File: src/hw/rtl/sts_pkg.sv
package sts_pkg;

  localparam int unsigned OFF_BITS = 24;
  localparam int unsigned POS_BITS = 16;
  localparam int unsigned MAX_TOK  = 4;
  localparam int unsigned NUM_KW   = 14;

  localparam logic [OFF_BITS-1:0] OFF_MAX = {OFF_BITS{1'b1}};
  localparam logic [POS_BITS-1:0] POS_MAX = {POS_BITS{1'b1}};

  localparam logic [5:0] KIND_LPAREN  = 6'd13;
  localparam logic [5:0] KIND_RPAREN  = 6'd14;
  localparam logic [5:0] KIND_LBRACE  = 6'd15;
  localparam logic [5:0] KIND_RBRACE  = 6'd16;
  localparam logic [5:0] KIND_SEMI    = 6'd17;
  localparam logic [5:0] KIND_COMMA   = 6'd18;
  localparam logic [5:0] KIND_PLUS    = 6'd19;
  localparam logic [5:0] KIND_COLON   = 6'd20;
  localparam logic [5:0] KIND_ASSIGN  = 6'd21;
  localparam logic [5:0] KIND_BANG    = 6'd23;
  localparam logic [5:0] KIND_LT      = 6'd25;
  localparam logic [5:0] KIND_GT      = 6'd27;
  localparam logic [5:0] KIND_ANDAND  = 6'd29;
  localparam logic [5:0] KIND_OROR    = 6'd30;
  localparam logic [5:0] KIND_ARROW   = 6'd31;
  localparam logic [5:0] KIND_STRLIT  = 6'd32;
  localparam logic [5:0] KIND_IDENT   = 6'd33;
  localparam logic [5:0] KIND_INT     = 6'd34;
  localparam logic [5:0] KIND_FLOAT   = 6'd35;
  localparam logic [5:0] KIND_UNKNOWN = 6'd36;
  localparam logic [5:0] KIND_EOF     = 6'd37;

  // keyword text, right aligned, first character in the highest used byte
  localparam logic [NUM_KW-1:0][47:0] KW_TEXT = '{
    48'h0000_6d65_6f77, 48'h0000_7363_616e, 48'h0070_7269_6e74,
    48'h0066_616c_7365, 48'h0000_7472_7565, 48'h0000_626f_6f6c,
    48'h7374_7269_6e67, 48'h0066_6c6f_6174, 48'h0000_0069_6e74,
    48'h0077_6869_6c65, 48'h0000_656c_7365, 48'h0000_0000_6966,
    48'h7265_7475_726e, 48'h0000_0000_666e};
  localparam logic [NUM_KW-1:0][2:0] KW_LEN = '{
    3'd4, 3'd4, 3'd5, 3'd5, 3'd4, 3'd4, 3'd6,
    3'd5, 3'd3, 3'd5, 3'd4, 3'd2, 3'd6, 3'd2};
  localparam logic [NUM_KW-1:0][5:0] KW_KIND = '{
    6'd12, 6'd11, 6'd10, 6'd9, 6'd9, 6'd8, 6'd7,
    6'd6, 6'd5, 6'd4, 6'd3, 6'd2, 6'd1, 6'd0};

  typedef struct packed {
    logic [5:0]          kind;
    logic [OFF_BITS-1:0] start;
    logic [OFF_BITS-1:0] length;
    logic [POS_BITS-1:0] line;
    logic [POS_BITS-1:0] column;
    logic                unterminated;
  } tok_t;

  typedef struct packed {
    tok_t [MAX_TOK-1:0] tk;
    logic [2:0]         cnt;
  } bundle_t;

  function automatic logic [OFF_BITS-1:0] span(input logic [OFF_BITS-1:0] a,
                                               input logic [OFF_BITS-1:0] b,
                                               input logic k);
    logic [OFF_BITS:0] bk;
    bk = {1'b0, b} + {{OFF_BITS{1'b0}}, k};
    if ({1'b0, a} < bk) return '0;
    return a - b - {{(OFF_BITS-1){1'b0}}, k};
  endfunction

  function automatic logic [5:0] kw_kind(input logic [47:0] kb,
                                         input logic [OFF_BITS-1:0] len);
    logic [5:0] k;
    k = KIND_IDENT;
    for (int i = NUM_KW - 1; i >= 0; i--) begin
      if (len == OFF_BITS'(KW_LEN[i]) && kb == KW_TEXT[i]) k = KW_KIND[i];
    end
    return k;
  endfunction

  function automatic logic is_letter(input logic [7:0] c);
    return (c >= "a" && c <= "z") || (c >= "A" && c <= "Z") || c == "_";
  endfunction

  function automatic logic is_dig(input logic [7:0] c);
    return c >= "0" && c <= "9";
  endfunction

endpackage

File: src/hw/rtl/sts_front.sv
module sts_front (
  input  logic             clk_i,
  input  logic             rst_ni,
  input  logic             in_valid_i,
  output logic             in_ready_o,
  input  logic [7:0]       byte_value_i,
  input  logic             has_byte_i,
  input  logic             is_last_i,
  output logic             push_o,
  output sts_pkg::bundle_t push_data_o,
  input  logic             q_ready_i
);

  typedef enum logic [3:0] {
    M_IDLE, M_IDENT, M_INT, M_DOT, M_FRAC, M_STR, M_CMT, M_SLASH,
    M_EQ, M_BANG, M_LT, M_GT, M_AMP, M_BAR, M_MINUS
  } mode_e;

  mode_e                        mode_q, mode_d;
  logic [47:0]                  kb_q, kb_d;
  logic [sts_pkg::OFF_BITS-1:0] ts_q, ts_d, off_q, off_d;
  logic [sts_pkg::POS_BITS-1:0] ln_q, ln_d, cl_q, cl_d, sc_q, sc_d;
  sts_pkg::tok_t [sts_pkg::MAX_TOK-1:0] tk;
  logic [2:0]                   n;
  logic                         accept;

  function automatic logic [sts_pkg::OFF_BITS-1:0] inc_off(
      input logic [sts_pkg::OFF_BITS-1:0] v);
    return (v < sts_pkg::OFF_MAX) ? v + 1'b1 : v;
  endfunction

  function automatic logic [sts_pkg::POS_BITS-1:0] inc_pos(
      input logic [sts_pkg::POS_BITS-1:0] v);
    return (v < sts_pkg::POS_MAX) ? v + 1'b1 : v;
  endfunction

  function automatic logic [5:0] single_kind(input mode_e m);
    unique case (m)
      M_EQ:    return sts_pkg::KIND_ASSIGN;
      M_BANG:  return sts_pkg::KIND_BANG;
      M_LT:    return sts_pkg::KIND_LT;
      M_GT:    return sts_pkg::KIND_GT;
      default: return sts_pkg::KIND_UNKNOWN;
    endcase
  endfunction

  assign accept     = in_valid_i && q_ready_i;
  assign in_ready_o = q_ready_i;

  always_comb begin
    mode_e                        m;
    logic [47:0]                  kb;
    logic [sts_pkg::OFF_BITS-1:0] ts, off, dot;
    logic [sts_pkg::POS_BITS-1:0] ln, cl, sc;
    logic                         disp;
    logic [7:0]                   c;
    m = mode_q; kb = kb_q; ts = ts_q; off = off_q; ln = ln_q; cl = cl_q; sc = sc_q;
    tk = '0;
    n = '0;
    disp = 1'b0;
    dot = '0;
    c = byte_value_i;

    if (has_byte_i) begin
      unique case (m)
        M_IDLE: disp = 1'b1;
        M_IDENT: begin
          if (sts_pkg::is_letter(c) || sts_pkg::is_dig(c)) begin
            kb = {kb[39:0], c};
            off = inc_off(off); cl = inc_pos(cl);
          end else begin
            tk[n[1:0]] = '{sts_pkg::kw_kind(kb, sts_pkg::span(off, ts, 1'b0)), ts,
                           sts_pkg::span(off, ts, 1'b0), ln, cl, 1'b0};
            n = n + 3'd1;
            disp = 1'b1;
          end
        end
        M_INT: begin
          if (sts_pkg::is_dig(c)) begin
            off = inc_off(off); cl = inc_pos(cl);
          end else if (c == ".") begin
            sc = cl;
            off = inc_off(off); cl = inc_pos(cl);
            m = M_DOT;
          end else begin
            tk[n[1:0]] = '{sts_pkg::KIND_INT, ts, sts_pkg::span(off, ts, 1'b0), ln, cl, 1'b0};
            n = n + 3'd1;
            disp = 1'b1;
          end
        end
        M_DOT: begin
          if (sts_pkg::is_dig(c)) begin
            off = inc_off(off); cl = inc_pos(cl);
            m = M_FRAC;
          end else begin
            dot = (off > ts) ? off - 1'b1 : off;
            tk[n[1:0]] = '{sts_pkg::KIND_INT, ts, sts_pkg::span(dot, ts, 1'b0), ln, sc, 1'b0};
            n = n + 3'd1;
            tk[n[1:0]] = '{sts_pkg::KIND_UNKNOWN, dot, sts_pkg::OFF_BITS'(1), ln, cl, 1'b0};
            n = n + 3'd1;
            disp = 1'b1;
          end
        end
        M_FRAC: begin
          if (sts_pkg::is_dig(c)) begin
            off = inc_off(off); cl = inc_pos(cl);
          end else begin
            tk[n[1:0]] = '{sts_pkg::KIND_FLOAT, ts, sts_pkg::span(off, ts, 1'b0), ln, cl, 1'b0};
            n = n + 3'd1;
            disp = 1'b1;
          end
        end
        M_STR: begin
          if (c == "\"") begin
            tk[n[1:0]].length = sts_pkg::span(off, ts, 1'b1);
            off = inc_off(off); cl = inc_pos(cl);
            tk[n[1:0]].kind = sts_pkg::KIND_STRLIT;
            tk[n[1:0]].start = inc_off(ts);
            tk[n[1:0]].line = ln;
            tk[n[1:0]].column = cl;
            tk[n[1:0]].unterminated = 1'b0;
            n = n + 3'd1;
            m = M_IDLE;
          end else if (c == 8'h0a) begin
            off = inc_off(off); ln = inc_pos(ln); cl = sts_pkg::POS_BITS'(1);
          end else begin
            off = inc_off(off); cl = inc_pos(cl);
          end
        end
        M_CMT: begin
          if (c != 8'h0a) begin
            off = inc_off(off); cl = inc_pos(cl);
          end else begin
            disp = 1'b1;
          end
        end
        M_SLASH: begin
          if (c == "/") begin
            off = inc_off(off); cl = inc_pos(cl);
            m = M_CMT;
          end else begin
            tk[n[1:0]] = '{sts_pkg::KIND_UNKNOWN, ts, sts_pkg::span(off, ts, 1'b0), ln, cl,
                           1'b0};
            n = n + 3'd1;
            disp = 1'b1;
          end
        end
        M_EQ, M_BANG, M_LT, M_GT: begin
          if (c == "=") begin
            off = inc_off(off); cl = inc_pos(cl);
            tk[n[1:0]] = '{single_kind(m) + 6'd1, ts, sts_pkg::span(off, ts, 1'b0), ln, cl,
                           1'b0};
            n = n + 3'd1;
            m = M_IDLE;
          end else begin
            tk[n[1:0]] = '{single_kind(m), ts, sts_pkg::span(off, ts, 1'b0), ln, cl, 1'b0};
            n = n + 3'd1;
            disp = 1'b1;
          end
        end
        M_AMP, M_BAR, M_MINUS: begin
          if ((m == M_AMP && c == "&") || (m == M_BAR && c == "|") ||
              (m == M_MINUS && c == ">")) begin
            off = inc_off(off); cl = inc_pos(cl);
            tk[n[1:0]] = '{(m == M_AMP) ? sts_pkg::KIND_ANDAND :
                           (m == M_BAR) ? sts_pkg::KIND_OROR : sts_pkg::KIND_ARROW,
                           ts, sts_pkg::span(off, ts, 1'b0), ln, cl, 1'b0};
            n = n + 3'd1;
            m = M_IDLE;
          end else begin
            tk[n[1:0]] = '{sts_pkg::KIND_UNKNOWN, ts, sts_pkg::span(off, ts, 1'b0), ln, cl,
                           1'b0};
            n = n + 3'd1;
            disp = 1'b1;
          end
        end
        default: disp = 1'b1;
      endcase

      if (disp) begin
        m = M_IDLE;
        unique case (c)
          " ", 8'h0d, 8'h09: begin
            off = inc_off(off); cl = inc_pos(cl);
          end
          8'h0a: begin
            off = inc_off(off); ln = inc_pos(ln); cl = sts_pkg::POS_BITS'(1);
          end
          "(", ")", "{", "}", ";", ",", "+", ":": begin
            ts = off;
            off = inc_off(off); cl = inc_pos(cl);
            tk[n[1:0]].kind = (c == "(") ? sts_pkg::KIND_LPAREN :
                              (c == ")") ? sts_pkg::KIND_RPAREN :
                              (c == "{") ? sts_pkg::KIND_LBRACE :
                              (c == "}") ? sts_pkg::KIND_RBRACE :
                              (c == ";") ? sts_pkg::KIND_SEMI :
                              (c == ",") ? sts_pkg::KIND_COMMA :
                              (c == "+") ? sts_pkg::KIND_PLUS : sts_pkg::KIND_COLON;
            tk[n[1:0]].start = ts;
            tk[n[1:0]].length = sts_pkg::span(off, ts, 1'b0);
            tk[n[1:0]].line = ln;
            tk[n[1:0]].column = cl;
            tk[n[1:0]].unterminated = 1'b0;
            n = n + 3'd1;
          end
          "=", "!", "<", ">", "&", "|", "-", "/", "\"": begin
            ts = off;
            off = inc_off(off); cl = inc_pos(cl);
            m = (c == "=") ? M_EQ : (c == "!") ? M_BANG : (c == "<") ? M_LT :
                (c == ">") ? M_GT : (c == "&") ? M_AMP : (c == "|") ? M_BAR :
                (c == "-") ? M_MINUS : (c == "/") ? M_SLASH : M_STR;
          end
          default: begin
            ts = off;
            off = inc_off(off); cl = inc_pos(cl);
            if (sts_pkg::is_letter(c)) begin
              kb = {40'd0, c};
              m = M_IDENT;
            end else if (sts_pkg::is_dig(c)) begin
              m = M_INT;
            end else begin
              tk[n[1:0]] = '{sts_pkg::KIND_UNKNOWN, ts, sts_pkg::span(off, ts, 1'b0), ln, cl,
                             1'b0};
              n = n + 3'd1;
            end
          end
        endcase
      end
    end

    if (is_last_i) begin
      unique case (m)
        M_IDENT: begin
          tk[n[1:0]] = '{sts_pkg::kw_kind(kb, sts_pkg::span(off, ts, 1'b0)), ts,
                         sts_pkg::span(off, ts, 1'b0), ln, cl, 1'b0};
          n = n + 3'd1;
        end
        M_INT, M_FRAC, M_SLASH, M_AMP, M_BAR, M_MINUS, M_EQ, M_BANG, M_LT, M_GT: begin
          tk[n[1:0]] = '{(m == M_INT) ? sts_pkg::KIND_INT :
                         (m == M_FRAC) ? sts_pkg::KIND_FLOAT : single_kind(m),
                         ts, sts_pkg::span(off, ts, 1'b0), ln, cl, 1'b0};
          n = n + 3'd1;
        end
        M_DOT: begin
          dot = (off > ts) ? off - 1'b1 : off;
          tk[n[1:0]] = '{sts_pkg::KIND_INT, ts, sts_pkg::span(dot, ts, 1'b0), ln, sc, 1'b0};
          n = n + 3'd1;
          tk[n[1:0]] = '{sts_pkg::KIND_UNKNOWN, dot, sts_pkg::OFF_BITS'(1), ln, cl, 1'b0};
          n = n + 3'd1;
        end
        M_STR: begin
          tk[n[1:0]] = '{sts_pkg::KIND_UNKNOWN, inc_off(ts), sts_pkg::span(off, ts, 1'b1),
                         ln, cl, 1'b1};
          n = n + 3'd1;
        end
        default: ;
      endcase
      tk[n[1:0]] = '{sts_pkg::KIND_EOF, off, '0, ln, cl, 1'b0};
      n = n + 3'd1;
      // next source starts from the reset state
      m = M_IDLE; kb = '0; ts = '0; off = '0;
      ln = sts_pkg::POS_BITS'(1); cl = sts_pkg::POS_BITS'(1); sc = sts_pkg::POS_BITS'(1);
    end

    mode_d = m; kb_d = kb; ts_d = ts; off_d = off; ln_d = ln; cl_d = cl; sc_d = sc;
  end

  assign push_o          = accept && (n != 3'd0);
  assign push_data_o.tk  = tk;
  assign push_data_o.cnt = n;

  always_ff @(posedge clk_i or negedge rst_ni) begin
    if (!rst_ni) begin
      mode_q <= M_IDLE;
      kb_q   <= '0;
      ts_q   <= '0;
      off_q  <= '0;
      ln_q   <= sts_pkg::POS_BITS'(1);
      cl_q   <= sts_pkg::POS_BITS'(1);
      sc_q   <= sts_pkg::POS_BITS'(1);
    end else if (accept) begin
      mode_q <= mode_d;
      kb_q   <= kb_d;
      ts_q   <= ts_d;
      off_q  <= off_d;
      ln_q   <= ln_d;
      cl_q   <= cl_d;
      sc_q   <= sc_d;
    end
  end

endmodule

File: src/hw/rtl/sts_queue.sv
module sts_queue (
  input  logic             clk_i,
  input  logic             rst_ni,
  input  logic             push_i,
  input  sts_pkg::bundle_t push_data_i,
  output logic             ready_o,
  input  logic             pop_i,
  output logic             valid_o,
  output sts_pkg::bundle_t head_o
);

  sts_pkg::bundle_t mem_q [2];
  logic             wr_ptr_q, rd_ptr_q;
  logic [1:0]       count_q;

  assign ready_o = (count_q != 2'd2);
  assign valid_o = (count_q != 2'd0);
  assign head_o  = mem_q[rd_ptr_q];

  always_ff @(posedge clk_i) begin
    if (push_i) mem_q[wr_ptr_q] <= push_data_i;
  end

  always_ff @(posedge clk_i or negedge rst_ni) begin
    if (!rst_ni) begin
      wr_ptr_q <= 1'b0;
      rd_ptr_q <= 1'b0;
      count_q  <= 2'd0;
    end else begin
      if (push_i) wr_ptr_q <= ~wr_ptr_q;
      if (pop_i) rd_ptr_q <= ~rd_ptr_q;
      count_q <= count_q + {1'b0, push_i} - {1'b0, pop_i};
    end
  end

endmodule

File: src/hw/rtl/sts_back.sv
module sts_back (
  input  logic                  clk_i,
  input  logic                  rst_ni,
  input  logic                  q_valid_i,
  input  sts_pkg::bundle_t      head_i,
  output logic                  pop_o,
  output logic                  out_valid_o,
  input  logic                  out_ready_i,
  output sts_pkg::tok_t         out_tok_o,
  output logic                  out_last_o
);

  logic [1:0] idx_q;
  logic       fire;

  assign out_valid_o = q_valid_i;
  assign out_tok_o   = head_i.tk[idx_q];
  assign out_last_o  = ({1'b0, idx_q} == head_i.cnt - 3'd1);
  assign fire        = q_valid_i && out_ready_i;
  assign pop_o       = fire && out_last_o;

  always_ff @(posedge clk_i or negedge rst_ni) begin
    if (!rst_ni) begin
      idx_q <= 2'd0;
    end else if (fire) begin
      idx_q <= out_last_o ? 2'd0 : idx_q + 2'd1;
    end
  end

endmodule

File: src/hw/rtl/source_token_scanner.sv
// Byte-serial source scanner. One source byte per input transaction (tuser = byte present,
// tlast = end of source); each transaction yields zero to four token transactions, the last
// flagged by tlast, and end of source adds an end-of-file token and resets all counters.
// Input is taken at one per cycle whenever the two-entry token queue has room; output
// drains one token per cycle while tready is high, and a byte's queue entry frees after its last token.
module source_token_scanner (
  input  logic        clk_i,
  input  logic        rst_ni,
  input  logic        s_axis_tvalid_i,
  output logic        s_axis_tready_o,
  input  logic [7:0]  s_axis_tdata_i,   // [7:0] byte_value
  input  logic        s_axis_tuser_i,   // has_byte
  input  logic        s_axis_tlast_i,   // is_last
  output logic        m_axis_tvalid_o,
  input  logic        m_axis_tready_i,
  output logic [87:0] m_axis_tdata_o,   // kind[5:0] start[29:6] length[53:30]
                                        // line[69:54] column[85:70] zero[87:86]
  output logic        m_axis_tuser_o,   // unterminated
  output logic        m_axis_tlast_o    // last_result
);

  logic             push, q_ready, q_valid, pop;
  sts_pkg::bundle_t push_data, head;
  sts_pkg::tok_t    tok;

  sts_front u_front (
    .clk_i        (clk_i),
    .rst_ni       (rst_ni),
    .in_valid_i   (s_axis_tvalid_i),
    .in_ready_o   (s_axis_tready_o),
    .byte_value_i (s_axis_tdata_i),
    .has_byte_i   (s_axis_tuser_i),
    .is_last_i    (s_axis_tlast_i),
    .push_o       (push),
    .push_data_o  (push_data),
    .q_ready_i    (q_ready)
  );

  sts_queue u_queue (
    .clk_i       (clk_i),
    .rst_ni      (rst_ni),
    .push_i      (push),
    .push_data_i (push_data),
    .ready_o     (q_ready),
    .pop_i       (pop),
    .valid_o     (q_valid),
    .head_o      (head)
  );

  sts_back u_back (
    .clk_i       (clk_i),
    .rst_ni      (rst_ni),
    .q_valid_i   (q_valid),
    .head_i      (head),
    .pop_o       (pop),
    .out_valid_o (m_axis_tvalid_o),
    .out_ready_i (m_axis_tready_i),
    .out_tok_o   (tok),
    .out_last_o  (m_axis_tlast_o)
  );

  assign m_axis_tdata_o = {2'b00, tok.column, tok.line, tok.length, tok.start, tok.kind};
  assign m_axis_tuser_o = tok.unterminated;

endmodule

File: config.mk
export PLATFORM = sky130hd
export DESIGN_NAME = source_token_scanner
export DESIGN_NICKNAME = d
export VERILOG_FILES = /design/src/hw/rtl/sts_pkg.sv /design/src/hw/rtl/sts_front.sv /design/src/hw/rtl/sts_queue.sv /design/src/hw/rtl/sts_back.sv /design/src/hw/rtl/source_token_scanner.sv
export SDC_FILE = /design/constraint.sdc
export NUM_CORES = 2
export LEC_CHECK = 0
export BUFFER_PORTS_ARGS = -buffer_cell sky130_fd_sc_hd__buf_4
export CAP_MARGIN = 20
export CORE_MARGIN = 10
export CORE_UTILIZATION = 65
export DETAILED_ROUTE_END_ITERATION = 12
export HOLD_SLACK_MARGIN = 0.08
export MAX_ROUTING_LAYER = met4
export PLACE_DENSITY = 0.79
export REMOVE_ABC_BUFFERS = 1
export SETUP_SLACK_MARGIN = 0.05
export SLEW_MARGIN = 20
export SYNTH_ARGS = -nofsm -noshare
export SYNTH_HDL_FRONTEND = slang
export SYNTH_SLANG_ARGS = --single-unit
File: constraint.sdc
create_clock -name clk_i -period 34.4 [get_ports clk_i]
set_clock_uncertainty 0.05 [all_clocks]
set_input_delay 3.44 -clock clk_i [delete_from_list [all_inputs] [get_ports clk_i]]
set_output_delay 3.44 -clock clk_i [all_outputs]
set_load 0.1 [all_outputs]
==> out/summary.md, run 1 <==
The run gives 0.653 as the initial standard-cell utilization of the core. The flow did not finish. The cell sitting at the root of the clock tree is a sky130_fd_sc_hd__clkbuf_16. Clock tree synthesis found a total of 856 sinks. Once detailed placement completed, the half-perimeter wirelength came to 251,000 um. Post-cts sizing count: 0.

TritonCTS created 90 clock buffers. Synthesis instantiated 131 different standard cells from the library. Sequential area share after synthesis: 0.370.

The number of buffers on the longest clock path is 3, and the count of buffers inserted at the top-level ports is 103. The last stage the flow got to was global routing. The number of top-level pins is 106. After technology mapping, the gate count stands at 7,580. Global routing finished with a remaining overflow of 72. The height of the chip came out at 342 um. Counting flops with a built-in enable in the synthesized netlist gives 702. The async set-or-reset flop fraction in the synthesized netlist was 0.180. The number of antenna violations at the first check in global routing was 85; the synthesis warning total was 0. For the placer's final routability congestion estimate, the log shows 1.21. Maximum number of pins on one net before global-route repair: 184. The initialized floorplan defines 118 standard-cell rows.

Leading register cell type out of synthesis: sky130_fd_sc_hd__edfxtp_1. The logs give 3 for the H-tree depth and 0 for the number of buffers added for setup after CTS. The synthesis-stage register bit count was 856; the netlist area before placement was 0.0674 mm^2. The mean post-synth cell area was 8.90 um^2; the overall die width was 342 um.

The first error in the log reads "[ERROR GRT-0232] Routing congestion too high. Check the congestion heatmap in the GUI". The combined global-route utilization of all metal layers is 0.710. The number of buffers inserted by hold repair at cts is 0, and the minimum setup slack after placement is 16.62 ns.
per-stage QoR:
stage | area (um^2) | utilization | hold slack (ns) | instances
4_1_cts | 73000 | 0.708 | 0.474 | 8907
3_5_place_dp | 69900 | 0.678 | 0.440 | 8739
3_3_place_gp | 69900 | 0.677 | 0.425 | 8738
2_1_floorplan | 65300 | - | 0.405 | 7022
cell usage after synthesis (34+ instances only):
cell / count / area, um^2
sky130_fd_sc_hd__nor2_1: 666 / 2500
sky130_fd_sc_hd__ha_1: 215 / 2690
sky130_fd_sc_hd__a211oi_1: 96 / 721
sky130_fd_sc_hd__mux2i_1: 45 / 450
sky130_fd_sc_hd__a21oi_1: 743 / 3720
sky130_fd_sc_hd__o21a_1: 46 / 345
sky130_fd_sc_hd__clkbuf_1: 488 / 1830
sky130_fd_sc_hd__and3_1: 70 / 438
sky130_fd_sc_hd__a21o_1: 73 / 548
sky130_fd_sc_hd__a22o_1: 45 / 394
sky130_fd_sc_hd__xor2_1: 106 / 928
sky130_fd_sc_hd__inv_1: 196 / 736
sky130_fd_sc_hd__a221oi_1: 70 / 613
sky130_fd_sc_hd__nand2_1: 757 / 2840
sky130_fd_sc_hd__mux2_2: 99 / 1110
sky130_fd_sc_hd__nor4_1: 65 / 407
sky130_fd_sc_hd__o211ai_1: 68 / 510
sky130_fd_sc_hd__dfrtp_1: 151 / 3780
sky130_fd_sc_hd__nor3_1: 190 / 951
sky130_fd_sc_hd__or3_1: 54 / 338
sky130_fd_sc_hd__or2_2: 34 / 213
sky130_fd_sc_hd__buf_1: 56 / 210
sky130_fd_sc_hd__and2_1: 72 / 450
sky130_fd_sc_hd__o21ai_0: 693 / 3470
sky130_fd_sc_hd__nand2b_1: 54 / 338
sky130_fd_sc_hd__nand3_1: 225 / 1130
sky130_fd_sc_hd__a22oi_1: 124 / 931
sky130_fd_sc_hd__edfxtp_1: 702 / 21100
sky130_fd_sc_hd__mux4_2: 174 / 3920
sky130_fd_sc_hd__a31oi_1: 96 / 601
sky130_fd_sc_hd__o31ai_1: 44 / 330
sky130_fd_sc_hd__o22ai_1: 126 / 788
sky130_fd_sc_hd__o221ai_1: 53 / 464
sky130_fd_sc_hd__xnor2_1: 183 / 1600
sky130_fd_sc_hd__nor2b_1: 52 / 325
sky130_fd_sc_hd__nand4_1: 76 / 475
layer usage:
layer,global-route usage,overflow
met1,0.722,5
met2,0.831,28
met3,0.596,3
met4,0.606,36
met5,-,-
kinds of logic after synthesis:
family / synth area share
compound gates: 0.248
simple gates: 0.176
flops: 0.370
buf+inv: 0.0439
mux: 0.0815
xor+xnor: 0.0391
fa+ha+maj: 0.0418
other cells: 0.0000556
==> run 2: changes to the inputs <==
--- a/config.mk
+++ b/config.mk
@@ -8,13 +8,10 @@
 export BUFFER_PORTS_ARGS = -buffer_cell sky130_fd_sc_hd__buf_4
 export CAP_MARGIN = 20
 export CORE_MARGIN = 10
-export CORE_UTILIZATION = 65
+export CORE_UTILIZATION = 40
 export DETAILED_ROUTE_END_ITERATION = 12
-export HOLD_SLACK_MARGIN = 0.08
-export MAX_ROUTING_LAYER = met4
-export PLACE_DENSITY = 0.79
+export PLACE_DENSITY_LB_ADDON = 0.15
 export REMOVE_ABC_BUFFERS = 1
-export SETUP_SLACK_MARGIN = 0.05
 export SLEW_MARGIN = 20
 export SYNTH_ARGS = -nofsm -noshare
 export SYNTH_HDL_FRONTEND = slang
==> out/summary.md, run 2 <==
The tool flagged a number of max-cap violations equal to 0. The setup total negative slack was 0 ns. The delay contributed by the slowest stage of the critical path works out to 0.71 ns. Counting stages on the worst path, the most repeated cell is sky130_fd_sc_hd__a21oi_1. The flow ran to the end, and the final reports show no timing, DRC or antenna violations. The logs give 0.107 for the headroom to the max-slew limit and 3 (unchanged) for the number of buffers on the longest clock path.

The worst hold path belongs to the class flip-flop to flip-flop. The layout cell share with drive strength beyond 1 was 0.139. The time the final worst path needs with I/O delays and setup is 17.65 ns. TritonCTS built the clock tree. The run gives 0.0674 mm^2 (unchanged) as the netlist area before placement. For the met1 wire length, the log shows 146,000 um. The tools report the required time of the critical path as 34.87 ns.

The number of buffers added by the clock tree synthesis step is 97 (+7.8%), and the hold-critical path depth is 1. The initial standard-cell utilization of the core was 0.403 (-0.251). After detailed routing, no signal wire sits above met5.

Once detail routing completed, the nets flagged for antenna violations numbered 0. Summing all non-filler instances in the final layout gives an area of 0.0748 mm^2. The number of failing hold endpoints at the final stage was 0.

Entering global routing, the biggest net connects 90 pins. The start point of the worst min-delay path was u_queue.count_q[1]. The height of the chip works out to 431 um (+26%). The number of flops mapped to enable cells by yosys is 702 (unchanged), and the sequential area share after synthesis is 0.370 (unchanged).

Launching element of the worst setup path: s_axis_tdata_i[4]. The run gives 64,970 as the via count of the first global-routing pass. The filler cells instantiated in the layout total 16,362. The post-cts sizing count came out at 0 (unchanged). The placer's final routability congestion estimate was 1.06 (-12%); the average wire length per cell after detail routing was 39.8 um. In the routed design, unresolved DRC markers number 0.

The count of buffers inserted at the top-level ports was 103 (unchanged). By area the synthesized netlist is led by sky130_fd_sc_hd__edfxtp_1 (31%), sky130_fd_sc_hd__mux4_2 (5.8%), sky130_fd_sc_hd__dfrtp_1 (5.6%), sky130_fd_sc_hd__a21oi_1 (5.5%), sky130_fd_sc_hd__o21ai_0 (5.1%). The largest registers in the layout are u_queue.mem_q: 702 flops, u_front.kb_q: 48 flops. The overall die width was 431 um (+26%). The detailed router finished its first iteration with 11,182 violations. The register with the most flip-flops is u_queue.mem_q.

TritonCTS sink count: 856 (unchanged). Synthesis-stage register bit count: 856 (unchanged). The tools report the worst-case hold path end point as u_queue.count_q[1]. For the worst flop-to-flop path, the logic depth is 48. The library cell with the highest instance count after synthesis is sky130_fd_sc_hd__nand2_1. The tools report the instance area after placement as 0.0715 mm^2 (+2.3%). The largest driver fanout on the critical path came out at 40.

In this design, the largest share of critical-path delay is due to simple AND/OR/NAND/NOR gates. The run gives 19.00 ns as the reg-to-reg setup timing slack. The combined global-route utilization of all metal layers was 0.404; the synthesis warning total was 0 (unchanged).

The final global-route overflow total is 0, and the first-pass GRT wire length is 533,000 um. The slowest cell on the critical path is sky130_fd_sc_hd__or4b_1. The commonest cells after synthesis are sky130_fd_sc_hd__nand2_1 (757), sky130_fd_sc_hd__a21oi_1 (743), sky130_fd_sc_hd__edfxtp_1 (702), sky130_fd_sc_hd__o21ai_0 (693), sky130_fd_sc_hd__nor2_1 (666). The area of the core was 0.167 mm^2. The sort of element at the end of the critical path is a flip-flop.

HPWL after detailed placement: 284,000 um (+13%). After detailed routing, the total wire length is 391,000 um. The power density over the cells was 117 mW/mm^2.

After detailed routing, the number of vias per cell comes to 7.09. The logs give 18.11 ns for the data arrival time of the critical path and 106 (unchanged) for the number of top-level pins. The detailed-routing iteration count for the pre-antenna-repair pass was 9; the share of Yosys cell area claimed by the top area cell type was 0.313 (unchanged).

The tools report the element type at the critical path start as a primary input. The number of unique standard cell types used by synthesis was 131 (unchanged). The startpoint-to-endpoint class of the critical path is primary input to flip-flop.

The endpoint identified for the worst register-to-register timing path is u_queue.mem_q[0][311]. The fraction of the cycle the final worst path needs was 0.513. For this design the static power due to leakage is 26.2 nW. The number of flip-flops in the largest register was 702. The standard-cell row count is 150 (+27%). Wire segments on met2 add up to 161,000 um in the final route. Cell taking the most area after synthesis: sky130_fd_sc_hd__edfxtp_1. For the H-tree depth, the log shows 3 (unchanged). The tools report the number of cells produced by synthesis as 7,580 (unchanged).

The number of buffer and inverter stages on the critical path is 6. The run gives 0 as the count of pins over their slew limit. The tools report the number of buffers inserted by hold repair at cts as 0 (unchanged). The fmax is 0.0567 GHz. Setup repair after global routing left no endpoint under its margin. The async set-or-reset flop fraction in the synthesized netlist came out at 0.180 (unchanged). The worst voltage drop across the vdd grid was 118 uV. The clock latency on the worst-skew pair was 0.81 ns; the met3 wire length was 47,900 um. Clock tree synthesis selected as its root buffer the cell sky130_fd_sc_hd__clkbuf_16. The floorplan step defined a die boundary enclosing 0.185 mm^2.

The area growth from synthesis to final layout is 11.0%, and the count of nets after finishing is 7,760. In the layout the commonest cells are sky130_fd_sc_hd__nand2_1 (744), sky130_fd_sc_hd__a21oi_1 (735), sky130_fd_sc_hd__edfxtp_1 (702), sky130_fd_sc_hd__o21ai_0 (683), sky130_fd_sc_hd__nor2_1 (646). Setup violations remaining at the end of the flow were counted as 0.

The mean post-synth cell area came out at 8.90 um^2 (unchanged). In this run the critical register-to-register path is launched from u_front.mode_q[0]. The run gives 0 (unchanged) as the number of buffers added for setup after CTS.

Leading register cell type out of synthesis: sky130_fd_sc_hd__edfxtp_1. For the number of antenna violations at the first check in global routing, the log shows 40. For the vias after detailed routing, the log shows 69,617. After clock tree synthesis, the clock-pin slew on the worst setup and hold paths is 0.06 ns. Most common cell after layout, fill and taps aside: sky130_fd_sc_hd__nand2_1. The slew at the pin with the worst max-slew slack came out at 1.34 ns.
## run 2: cell counts after synthesis
No cell type changed its count.
## run 2: kinds of logic (layout without fill, tap and decap cells)
group | after synthesis | after routing | share of synthesized area
DFF | 856 | 856 | 0.370
and+or+nand+nor | 2480 | 2480 | 0.176
other | 1 | 13 | 0.0000556
muxes | 319 | 319 | 0.0815
xor gates and xnor gates | 294 | 294 | 0.0391
AOI/OAI and AO/OA | 2637 | 2637 | 0.248
adders and majority gates | 222 | 222 | 0.0418
buffers and inverters | 771 | 796 | 0.0439
## run 2: worst reg2reg max path: cells and delay by family (launching register included)
family / cells / cell delay [ns]
AND/OR/NAND/NOR: 17 / 5.63
AO/OA/AOI/OAI: 21 / 5.43
adder cells (fa/ha/maj): 3 / 1.30
buffers and inverters: 5 / 1.27
XOR/XNOR: 2 / 0.82
flip-flops: 1 / 0.67
## run 2: through the flow
stage | cells | utilization | hold WS, ns | power [mW] | setup WS, ns
after floorplan | 7022 | - | 0.405 | 5.34 | 6.86
after global placement | 9628 | 0.427 | 0.426 | 7.46 | 16.65
after detailed placement | 9629 | 0.427 | 0.435 | 7.46 | 16.44
after CTS | 9809 | 0.446 | 0.447 | 8.55 | 17.23
after global routing | 9811 | 0.447 | 0.470 | 8.97 | 16.09
final | 9821 | 0.447 | 0.444 | 8.78 | 16.75
## run 2: worst max-delay path by stage
stage	endpoint	depth (start not counted)
floorplan	u_queue.mem_q[0][0]	21
global placement	u_queue.mem_q[0][311]	48
detailed placement	u_queue.mem_q[0][311]	49
CTS	u_queue.mem_q[1][311]	52
global route	u_queue.mem_q[0][311]	52
finish	u_queue.mem_q[0][311]	49
## run 2: final cells by class
class	count	area, um^2	share of cell area
Inverter	212	801	0.0107
Tap cell	2204	2760	0.0369
Multi-Input combinational cell	5954	40000	0.535
Clock inverter	62	673	0.00900
Clock buffer	118	2530	0.0338
Sequential cell	856	24900	0.333
Timing Repair Buffer	404	3090	0.0413
Antenna cell	11	27.5	0.000368
## run 2: power breakdown
part           switching (mW)  leakage [nW]  internal (mW)
clock network           0.477          1.54          0.596
logic                    4.43          16.0           1.58
registers               0.152          8.70           1.54
total                    5.06          26.2           3.72
## run 2: per-layer routing
layer | vias to the layer above | GRT usage
li1 | 28826 | -
met1 | 34323 | 0.501
met2 | 5028 | 0.581
met3 | 1408 | 0.137
met4 | 32 | 0.299
met5 | - | 0
No activity file was read; power rests on OpenSTA's default activity.
